<file path="src/rtl/tcq_pkg.sv">
// Shared types, codes and default sizes for the two-class oldest-first queue block.
package tcq_pkg;

    localparam int TCQ_QUEUE_DEPTH = 16;
    localparam int TCQ_TAG_WIDTH   = 32;
    localparam int STAMP_W         = 32;
    localparam int FIELD_W         = 32;
    localparam int CMD_W           = 3;
    localparam int STATUS_W        = 2;

    // command codes carried in s_tuser
    typedef enum logic [CMD_W-1:0] {
        CMD_ENQ_A   = 3'd0,
        CMD_ENQ_B   = 3'd1,
        CMD_DEQ_A   = 3'd2,
        CMD_DEQ_B   = 3'd3,
        CMD_DEQ_OLD = 3'd4
    } cmd_t;

    // result status codes
    typedef enum logic [STATUS_W-1:0] {
        ST_OK    = 2'd0,
        ST_EMPTY = 2'd1,
        ST_FULL  = 2'd2
    } status_t;

    // class codes
    localparam logic CLASS_A = 1'b0;
    localparam logic CLASS_B = 1'b1;

    // per-queue control from the command decoder
    typedef struct packed {
        logic push;
        logic pop;
    } queue_ctrl_t;

    // per-queue status back to the command decoder
    typedef struct packed {
        logic empty;
        logic full;
    } queue_stat_t;

    // one result item
    typedef struct packed {
        status_t              status;
        logic                 served_class;
        logic [FIELD_W-1:0]   payload;
        logic [STAMP_W-1:0]   stamp;
    } result_t;

endpackage

</file>
<file path="src/rtl/tcq_cell.sv">
// One storage cell of a queue row: loads a new entry or takes its neighbour's on a pop.
module tcq_cell #(
    parameter int ENTRY_W = 64
) (
    input  logic               aclk,
    input  logic               shift_en,
    input  logic               load_en,
    input  logic [ENTRY_W-1:0] load_data,
    input  logic [ENTRY_W-1:0] shift_in,
    output logic [ENTRY_W-1:0] data_out
);

    logic [ENTRY_W-1:0] data_reg;
    logic [ENTRY_W-1:0] data_next;

    // pop moves the row one place towards the head; push fills the first free cell
    always_comb begin
        data_next = data_reg;
        if (shift_en) begin
            data_next = shift_in;
        end else if (load_en) begin
            data_next = load_data;
        end
    end

    always_ff @(posedge aclk) begin
        data_reg <= data_next;
    end

    assign data_out = data_reg;

endmodule

</file>
<file path="src/rtl/tcq_row.sv">
// One queue: a row of cells with the head in cell 0 and an occupancy count.
module tcq_row #(
    parameter int DEPTH   = tcq_pkg::TCQ_QUEUE_DEPTH,
    parameter int ENTRY_W = tcq_pkg::TCQ_TAG_WIDTH + tcq_pkg::STAMP_W
) (
    input  logic                       aclk,
    input  logic                       aresetn,
    input  tcq_pkg::queue_ctrl_t       ctrl,
    input  logic [ENTRY_W-1:0]         push_data,
    output logic [ENTRY_W-1:0]         head_data,
    output tcq_pkg::queue_stat_t       stat,
    output logic [$clog2(DEPTH+1)-1:0] count
);

    localparam int CNT_W = $clog2(DEPTH+1);

    logic [CNT_W-1:0]   count_reg;
    logic [CNT_W-1:0]   count_next;
    logic [ENTRY_W-1:0] cell_data [DEPTH];
    logic               pop_ok;
    logic               push_ok;

    assign stat.empty = (count_reg == '0);
    assign stat.full  = (count_reg == CNT_W'(DEPTH));
    assign pop_ok     = ctrl.pop && !stat.empty;
    assign push_ok    = ctrl.push && !stat.full;

    // the row of cells
    for (genvar i = 0; i < DEPTH; i++) begin : g_cell
        logic [ENTRY_W-1:0] from_right;
        if (i == DEPTH - 1) begin : g_last
            assign from_right = cell_data[i];
        end else begin : g_mid
            assign from_right = cell_data[i+1];
        end
        tcq_cell #(
            .ENTRY_W (ENTRY_W)
        ) u_cell (
            .aclk      (aclk),
            .shift_en  (pop_ok),
            .load_en   (push_ok && (count_reg == CNT_W'(i))),
            .load_data (push_data),
            .shift_in  (from_right),
            .data_out  (cell_data[i])
        );
    end

    // occupancy
    always_comb begin
        count_next = count_reg;
        if (push_ok) begin
            count_next = count_reg + CNT_W'(1);
        end else if (pop_ok) begin
            count_next = count_reg - CNT_W'(1);
        end
    end

    always_ff @(posedge aclk) begin
        if (!aresetn) begin
            count_reg <= '0;
        end else begin
            count_reg <= count_next;
        end
    end

    assign head_data = cell_data[0];
    assign count     = count_reg;

endmodule

</file>
<file path="src/rtl/two_class_fifo_oldest_dequeue.sv">
// Two-class queue block: class A and class B queues, with an oldest-head dequeue.
// A result item is registered and presented in the cycle after its command item is accepted.
// Throughput: one command item per cycle, set by the head-cell stamp compare feeding
// the output register; s_tready holds low only while a result waits on m_tready.
// Reset (aresetn low, synchronous): both queue counts and the output valid clear;
// cell contents are not reset and are only read once written.
module two_class_fifo_oldest_dequeue #(
    parameter int QUEUE_DEPTH = tcq_pkg::TCQ_QUEUE_DEPTH,
    parameter int TAG_WIDTH   = tcq_pkg::TCQ_TAG_WIDTH
) (
    input  logic        aclk,
    input  logic        aresetn,
    input  logic        s_tvalid,
    output logic        s_tready,
    input  logic [63:0] s_tdata,   // [31:0] payload, [63:32] arrival_stamp
    input  logic [2:0]  s_tuser,   // [2:0] command
    output logic        m_tvalid,
    input  logic        m_tready,
    output logic [63:0] m_tdata,   // [31:0] payload_out, [63:32] stamp_out
    output logic [2:0]  m_tuser    // [1:0] status, [2] served_class
);

    localparam int ENTRY_W = TAG_WIDTH + tcq_pkg::STAMP_W;
    localparam int CNT_W   = $clog2(QUEUE_DEPTH+1);

    logic                  s_fire;
    logic [ENTRY_W-1:0]    push_data;
    logic [ENTRY_W-1:0]    head_a;
    logic [ENTRY_W-1:0]    head_b;
    logic [CNT_W-1:0]      count_a;
    logic [CNT_W-1:0]      count_b;
    tcq_pkg::queue_ctrl_t  ctrl_a;
    tcq_pkg::queue_ctrl_t  ctrl_b;
    tcq_pkg::queue_stat_t  stat_a;
    tcq_pkg::queue_stat_t  stat_b;
    tcq_pkg::result_t      res;
    tcq_pkg::result_t      res_reg;
    logic                  out_valid_reg;
    logic                  out_valid_next;
    logic                  take_b;

    assign s_tready  = !out_valid_reg || m_tready;
    assign s_fire    = s_tvalid && s_tready;
    assign push_data = {s_tdata[63:32], s_tdata[TAG_WIDTH-1:0]};

    // the two queues
    tcq_row #(
        .DEPTH   (QUEUE_DEPTH),
        .ENTRY_W (ENTRY_W)
    ) u_row_a (
        .aclk      (aclk),
        .aresetn   (aresetn),
        .ctrl      (ctrl_a),
        .push_data (push_data),
        .head_data (head_a),
        .stat      (stat_a),
        .count     (count_a)
    );

    tcq_row #(
        .DEPTH   (QUEUE_DEPTH),
        .ENTRY_W (ENTRY_W)
    ) u_row_b (
        .aclk      (aclk),
        .aresetn   (aresetn),
        .ctrl      (ctrl_b),
        .push_data (push_data),
        .head_data (head_b),
        .stat      (stat_b),
        .count     (count_b)
    );

    // oldest rule: B only when A is empty or A's stamp is strictly greater
    assign take_b = stat_a.empty ||
                    (!stat_b.empty && (head_a[ENTRY_W-1:TAG_WIDTH] > head_b[ENTRY_W-1:TAG_WIDTH]));

    // command decode and result
    always_comb begin
        ctrl_a           = '0;
        ctrl_b           = '0;
        res              = '0;
        res.status       = tcq_pkg::ST_OK;
        unique case (s_tuser)
            tcq_pkg::CMD_ENQ_A: begin
                ctrl_a.push = s_fire;
                if (stat_a.full) res.status = tcq_pkg::ST_FULL;
            end
            tcq_pkg::CMD_ENQ_B: begin
                ctrl_b.push = s_fire;
                if (stat_b.full) res.status = tcq_pkg::ST_FULL;
            end
            tcq_pkg::CMD_DEQ_A: begin
                if (stat_a.empty) begin
                    res.status = tcq_pkg::ST_EMPTY;
                end else begin
                    ctrl_a.pop       = s_fire;
                    res.served_class = tcq_pkg::CLASS_A;
                    res.payload      = tcq_pkg::FIELD_W'(head_a[TAG_WIDTH-1:0]);
                    res.stamp        = head_a[ENTRY_W-1:TAG_WIDTH];
                end
            end
            tcq_pkg::CMD_DEQ_B: begin
                if (stat_b.empty) begin
                    res.status = tcq_pkg::ST_EMPTY;
                end else begin
                    ctrl_b.pop       = s_fire;
                    res.served_class = tcq_pkg::CLASS_B;
                    res.payload      = tcq_pkg::FIELD_W'(head_b[TAG_WIDTH-1:0]);
                    res.stamp        = head_b[ENTRY_W-1:TAG_WIDTH];
                end
            end
            tcq_pkg::CMD_DEQ_OLD: begin
                if (stat_a.empty && stat_b.empty) begin
                    res.status = tcq_pkg::ST_EMPTY;
                end else if (take_b) begin
                    ctrl_b.pop       = s_fire;
                    res.served_class = tcq_pkg::CLASS_B;
                    res.payload      = tcq_pkg::FIELD_W'(head_b[TAG_WIDTH-1:0]);
                    res.stamp        = head_b[ENTRY_W-1:TAG_WIDTH];
                end else begin
                    ctrl_a.pop       = s_fire;
                    res.served_class = tcq_pkg::CLASS_A;
                    res.payload      = tcq_pkg::FIELD_W'(head_a[TAG_WIDTH-1:0]);
                    res.stamp        = head_a[ENTRY_W-1:TAG_WIDTH];
                end
            end
            default: begin
                // unused codes: no state change, status ok
            end
        endcase
    end

    // output register
    always_comb begin
        out_valid_next = out_valid_reg;
        if (s_fire) begin
            out_valid_next = 1'b1;
        end else if (m_tready) begin
            out_valid_next = 1'b0;
        end
    end

    always_ff @(posedge aclk) begin
        if (!aresetn) begin
            out_valid_reg <= 1'b0;
        end else begin
            out_valid_reg <= out_valid_next;
        end
    end

    always_ff @(posedge aclk) begin
        if (s_fire) begin
            res_reg <= res;
        end
    end

    assign m_tvalid = out_valid_reg;
    assign m_tdata  = {res_reg.stamp, res_reg.payload};
    assign m_tuser  = {res_reg.served_class, res_reg.status};

    // checks
    a_result_follows: assert property (@(posedge aclk) disable iff (!aresetn)
        s_fire |=> m_tvalid)
        else $error("accepted command gave no result");

    a_count_bound: assert property (@(posedge aclk) disable iff (!aresetn)
        (count_a <= CNT_W'(QUEUE_DEPTH)) && (count_b <= CNT_W'(QUEUE_DEPTH)))
        else $error("queue count beyond depth");

    a_single_pop: assert property (@(posedge aclk) disable iff (!aresetn)
        !(ctrl_a.pop && ctrl_b.pop) && !(ctrl_a.pop && stat_a.empty) &&
        !(ctrl_b.pop && stat_b.empty))
        else $error("bad pop request");

    a_full_drop: assert property (@(posedge aclk) disable iff (!aresetn)
        (ctrl_a.push && stat_a.full) |=> $stable(count_a))
        else $error("dropped insert changed class A count");

    a_stall_hold: assert property (@(posedge aclk) disable iff (!aresetn)
        (m_tvalid && !m_tready) |=> ($stable(m_tdata) && $stable(m_tuser)))
        else $error("result changed while stalled");

endmodule
</file>
<file path="config.mk">
export PLATFORM = sky130hd
export DESIGN_NAME = two_class_fifo_oldest_dequeue
export DESIGN_NICKNAME = d
export VERILOG_FILES = /design/src/rtl/tcq_pkg.sv /design/src/rtl/tcq_cell.sv /design/src/rtl/tcq_row.sv /design/src/rtl/two_class_fifo_oldest_dequeue.sv
export SDC_FILE = /design/constraint.sdc
export NUM_CORES = 2
export LEC_CHECK = 0
export BUFFER_PORTS_ARGS = -buffer_cell sky130_fd_sc_hd__buf_2
export CAP_MARGIN = 20
export CORE_MARGIN = 8
export CORE_UTILIZATION = 30
export CTS_CLUSTER_DIAMETER = 150
export DETAILED_ROUTE_END_ITERATION = 12
export GPL_TIMING_DRIVEN = 1
export HOLD_SLACK_MARGIN = 0.12
export SKIP_CTS_REPAIR_TIMING = 1
export SYNTH_ARGS = -nofsm -noshare
export SYNTH_HDL_FRONTEND = slang
export SYNTH_SLANG_ARGS = --single-unit
</file>
<file path="constraint.sdc">
create_clock -name aclk -period 4.7 [get_ports aclk]
set_input_delay 0.94 -clock aclk [delete_from_list [all_inputs] [get_ports aclk]]
set_output_delay 0.94 -clock aclk [all_outputs]
set_load 0.1 [all_outputs]
</file>
## Yosys cells after proc, flatten, opt, wreduce, memory -nomap -nowiden

Cells that the tools add are included.

| word-level totals | value |
|---|---|
| register bits after elaboration | 2126 |
| output and inout bits | 69 |
| word-level logic and storage cells | 253 |
| input bits | 71 |

| cells by class | value |
|---|---|
| muxes and demuxes | 87 |
| order comparisons | 1 |
| bitwise logic cells | 2 |
| add/subtract/negate cells | 4 |
| reduce and logical (&&, ||, !) cells | 84 |
| equal/unequal tests | 36 |

Operators by type and width:

| cell | count |
|---|---|
| 2-to-1 mux 64 bit | 61 |
| 2-to-1 mux 65 bit | 3 |
| case mux 65 bit (3 select lines) | 1 |
| equality test 5 x 4 -> 1 bit, second input constant | 16 |
| nonzero test 2 bit | 33 |
| equality test 5 x 3 -> 1 bit, second input constant | 8 |
| logical AND 1 bit | 39 |
| > comparator 32 bit | 1 |
| equality test 5 x 2 -> 1 bit, second input constant | 4 |
| 2-to-1 mux 5 bit | 4 |
| 2-to-1 mux 1 bit | 13 |
| adder 5 x 1 -> 5 bit, second input constant | 2 |
| equality test 5 x 1 -> 1 bit, second input constant | 2 |
| equality test 5 bit, second input constant | 2 |
| logical NOT 5 bit | 2 |
| case mux 2 bit (5 select lines) | 1 |
| subtractor 5 x 1 -> 5 bit, second input constant | 2 |
| equality test 3 x 2 -> 1 bit, second input constant | 2 |
| logical NOT 1 bit | 5 |
| 2-to-1 mux 2 bit | 2 |
| case mux 1 bit (2 select lines) | 2 |
| AND reduction 2 bit | 2 |
| equality test 3 x 1 -> 1 bit, second input constant | 1 |
| equality test 3 bit, second input constant | 1 |
| 3 further kinds | 5 |

## Depth between registers and ports, before layout

| logic depth | value |
|---|---|
| depth after elaboration | 10 |
| gate-level depth with buffers | 13 |
| mapped depth without buffers | 10 |

## Hierarchy

From an unflattened synthesis, not the netlist that was laid out.

| unflattened totals | value |
|---|---|
| cell total of the unflattened synthesis | 4894 |
| area total of the unflattened synthesis | 98356.8 sq um |

By module, submodules not included:

| module | seq. area each (sq um) | times used | cells an instance | area an instance (sq um) |
|---|---|---|---|---|
| tcq_cell | 1921.8 | 32 | 136 | 2905.3 |
| two_class_fifo_oldest_dequeue | 2031.9 | 1 | 394 | 4231.6 |
| tcq_row | 100.1 | 2 | 74 | 578.1 |

## Least setup slack after synthesis

Ideal clock, no wire load.

| path | value |
|---|---|
| path kind | input-to-reg |
| start point | input m_tready |
| end point | register u_row_a.g_cell[0].u_cell.data_reg[0] (enable) |
| library setup time | 499 ps |
| data required time | 4201 ps |
| arrival time | 5399 ps |
| stages | 5 |
| path slack | -1199 ps |
| path through | nand2b_1 > nand2_1 > nor3_1 > nand2b_1 > o21bai_1 |

| on the way | value |
|---|---|
| cells in the longest elaborated chain, start to end | 7 |
| elaborated cells between the ends (all ways) | 11 |
| classes of those cells | mux: 5; reduce/logical: 6 |

RTL lines:

| item | line | RTL |
|---|---|---|
| start, declared | two_class_fifo_oldest_dequeue.sv:18 | `input logic m_tready,` |
| logical OR 1 bit (*) | two_class_fifo_oldest_dequeue.sv:42 | `assign s_tready = !out_valid_reg \|\| m_tready;` |
| logical AND 1 bit (*) | two_class_fifo_oldest_dequeue.sv:43 | `assign s_fire = s_tvalid && s_tready;` |
| 2-to-1 mux 1 bit | two_class_fifo_oldest_dequeue.sv:115 | `end else if (take_b) begin` |
| 2-to-1 mux 1 bit | two_class_fifo_oldest_dequeue.sv:113 | `if (stat_a.empty && stat_b.empty) begin` |
| case mux 1 bit (2 select lines) | two_class_fifo_oldest_dequeue.sv:83 | `unique case (s_tuser)` |
| logical AND 1 bit | tcq_row.sv:25 | `assign pop_ok = ctrl.pop && !stat.empty;` |
| nonzero test 2 bit (no source line) (*) | - |  |
| end signal, assigned | tcq_cell.sv:27 | `data_reg <= data_next;` |
| end, declared | tcq_cell.sv:13 | `logic [ENTRY_W-1:0] data_reg;` |

Every way passes the cells marked *; elsewhere a longest branch is shown, timed or not.
A chain may end at the register's enable or synchronous reset.

## Worst setup path in the final report

| path | value |
|---|---|
| start point | register u_row_b.g_cell[0].u_cell.data_reg[63] |
| end point | register u_row_a.g_cell[0].u_cell.data_reg[45], data pin |

| on the way | value |
|---|---|
| cells in the longest elaborated chain, start to end | 8 |

RTL lines:

| item | line | RTL |
|---|---|---|
| start, declared | tcq_cell.sv:13 |  |
| start signal, assigned | tcq_cell.sv:27 |  |
| > comparator 32 bit | two_class_fifo_oldest_dequeue.sv:75 | `(!stat_b.empty && (head_a[ENTRY_W-1:TAG_WIDTH] > head_b[ENTRY_W-1:TAG_WIDTH]));` |
| logical AND 1 bit | two_class_fifo_oldest_dequeue.sv:75 |  |
| logical OR 1 bit | two_class_fifo_oldest_dequeue.sv:74 | `assign take_b = stat_a.empty \|\|` |
| 2-to-1 mux 1 bit | two_class_fifo_oldest_dequeue.sv:115 |  |
| 2-to-1 mux 1 bit | two_class_fifo_oldest_dequeue.sv:113 |  |
| case mux 1 bit (2 select lines) | two_class_fifo_oldest_dequeue.sv:83 |  |
| logical AND 1 bit | tcq_row.sv:25 |  |
| 2-to-1 mux 64 bit | tcq_cell.sv:19 | `if (shift_en) begin` |
| named net u_row_a.g_cell[0].u_cell.data_next[45] | tcq_cell.sv:14 | `logic [ENTRY_W-1:0] data_next;` |

The timed path passes the listed nets, and every way through them passes these cells.

==> out/results.txt <==
Outcome: finished, final reports clean
Residual DRC: 0
CORE AREA: 278200 µm²
Layout cells sized above 1: 13.78%
Ys flop type: edfxtp_1
First-pass GRT wire length: 289.5 mm
VDD IR max: 0.3012 mV
Nets@finish: 5124
Crit-path max FO: 161
Die area: 295800 µm²
Crit-path slowest cell: nor4_1
Clock Skews: 0.06403 ns
Via density: 4.855
# rows: 194
Fillers: 26420
Root Buffer: clkbuf_16
Initial antenna violation count: 34
Hold Vio Cnt, Final: 0
Worst path required time: 5.33 ns
Commonest non-fill, non-tap cell in the layout: edfxtp_1
Finished layout cell area: 95790 µm²
H-Tree Depth: 4
Final period util: 92.64%
Total wire length: 197.7 mm
Total global routing overflow: 0
Total track usage: 12.88%
CTS Buf Count: 202
Crit path largest cell delay: 0.64 ns
Placer Congestion: 0.7600
Most frequent cells in the layout: 2115 x edfxtp_1, 1921 x a21o_1, 204 x clkbuf_16
Async SR Flop Fraction: 0%
Critical path capture point type: register
Wire length per cell: 22.24 µm
Max Slew Vio Count: 0
Leak: 39.89 nW
Clk sink count: 2126
Ys Warns: 0
Max Clock Freq: 0.2297 GHz
PwrDens: 418.2 nW/µm²
Register bit count reported by yosys: 2126
Number of library cell types mapped by synthesis: 49
Hold Crit Class: in -> reg
Syn nets: 4991
Die Y: 543.9 µm
Worst Path Arrival: 4.99 ns
Setup tns final: 0 ns
Mapped Cells: 4876
Period minus WS final: 4.354 ns
PortBufs: 139
Hpwl dp: 114.9 mm
Die Wd: 543.9 µm
Starting Density: 30.05%
Pin count of the biggest net entering global routing: 162
Post-DP Area: 89340 µm²
DRT Pass-1 Iters: 5
Antenna Violating Nets Remaining: 0
1st-iter DRT viols: 4419
Final setup vio count: 0
CP Class: reg -> reg
Reg clk slew, reported paths: 0.07 ns
Crit-path cells: inv_1, ha_1, nand4_1, nor4_1, o31a_1, o21ai_2, o31a_2, buf_12, buf_16, nor2b_4, a21o_1
Clock Path Buffers: 4
Slew Limit Headroom: 23.72%
Vias in the first global route: 42610
Via count: 43170
CTS tree: yes
Clk_lat worst skew: 0.84 ns
Slew @ Worst Pin: 1.144 ns
Area grow syn2layout: 14.58%
Max-Cap Viols: 0
Worst setup SP type: register
Mapped Area: 83600 µm²
Register area share after synthesis: 76.23%
Number of synthesized flops with an enable pin: 2115
Syn avg cell area: 17.15 µm²
RSZ-0062 raised after global routing: false
Top Ports: 140
where the power goes:
group | internal (W) | total (W) | switching, W | leakage (nW)
clock network | 0.00909 | 0.0160 | 0.00696 | 3.12
logic | 0.000903 | 0.00251 | 0.00161 | 17.5
registers | 0.0214 | 0.0215 | 0.000132 | 19.2
final timing paths:
check                                                                 startpoint                                                to  slack, ns  depth (start not counted)
worst max register to register   u_row_b.g_cell[0].u_cell.data_out[63]$_DFFE_PP_   u_row_a.g_cell[0].u_cell.data_out[45]$_DFFE_PP_       0.35                         11
worst min-delay path                                                 s_tdata[59]  u_row_b.g_cell[15].u_cell.data_out[59]$_DFFE_PP_       0.33                          1
worst max-delay path             u_row_b.g_cell[0].u_cell.data_out[63]$_DFFE_PP_   u_row_a.g_cell[0].u_cell.data_out[45]$_DFFE_PP_       0.35                         11
worst min register to register  u_row_a.g_cell[15].u_cell.data_out[23]$_DFFE_PP_  u_row_a.g_cell[14].u_cell.data_out[23]$_DFFE_PP_       0.48                          1
metrics by stage:
| step | util [%] | std cells | power (W) | worst slack [ns] | hold WS, ns |
|---|---|---|---|---|---|
| after floorplan | - | 4876 | 0.02363 | 0.002752 | 0.4886 |
| after global placement | 32.12 | 8524 | 0.02434 | 0.2744 | 0.4959 |
| final | 34.43 | 8892 | 0.04006 | 0.3458 | 0.3274 |
| after CTS | 34.41 | 8880 | 0.04046 | 0.2775 | 0.2639 |
| after global routing | 34.43 | 8885 | 0.04139 | 0.03598 | 0.2911 |
| after detailed placement | 32.12 | 8524 | 0.02442 | 0.3345 | 0.5021 |
cell families after synthesis:
group / share of synthesized area, %
and+or+nand+nor: 1.991
muxes: 0.07334
AOI/OAI and AO/OA: 18.56
DFF: 76.23
buffers and inverters: 2.481
adders and majority gates: 0.6585
Yosys cell counts (16+ instances only):
| master | number | share of area (%) |
|---|---|---|
| edfxtp_1 | 2115 | 76 |
| a21o_1 | 1949 | 18 |
| buf_2 | 311 | 1.9 |
| a22o_1 | 64 | 0.67 |
| nor2b_1 | 52 | 0.39 |
| ha_1 | 44 | 0.66 |
| clkbuf_1 | 43 | 0.19 |
| inv_1 | 41 | 0.18 |
| nor2b_4 | 40 | 0.66 |
| nor2b_2 | 39 | 0.41 |
| nand2_1 | 25 | 0.11 |
| a21oi_1 | 19 | 0.11 |
| buf_4 | 16 | 0.14 |
worst max-delay path, delay by kind of cell (launching register included):
kind,cells,cell delay [ns]
buffers and inverters,3,0.57
and+or+nand+nor,3,1.55
AOI/OAI and AO/OA,4,1.07
DFF,1,0.53
adders and majority gates,1,0.33
metal layers:
layer  vias to the layer above  routed length, µm  GRT usage, %
met5                         -                 65             0
met4                        10               3312         2.299
met3                       275              12190         2.665
met2                      1145              89950         20.30
met1                     22600              92210         18.60
li1                      19140                  -             -
cell type report:
cell class              instances  area [µm²]  area share (%)
diodes                          7       17.52         0.01829
clock buffers                 241        5274           5.506
clock inverters               115        1107           1.156
inverters                      41       156.4          0.1633
multi-input cells            2331       18060           18.86
flip-flops and latches       2126       63730           66.53
well taps                    3724        4659           4.864
repair buffers                307        2778           2.900
No activity file was read; power rests on OpenSTA's default activity.
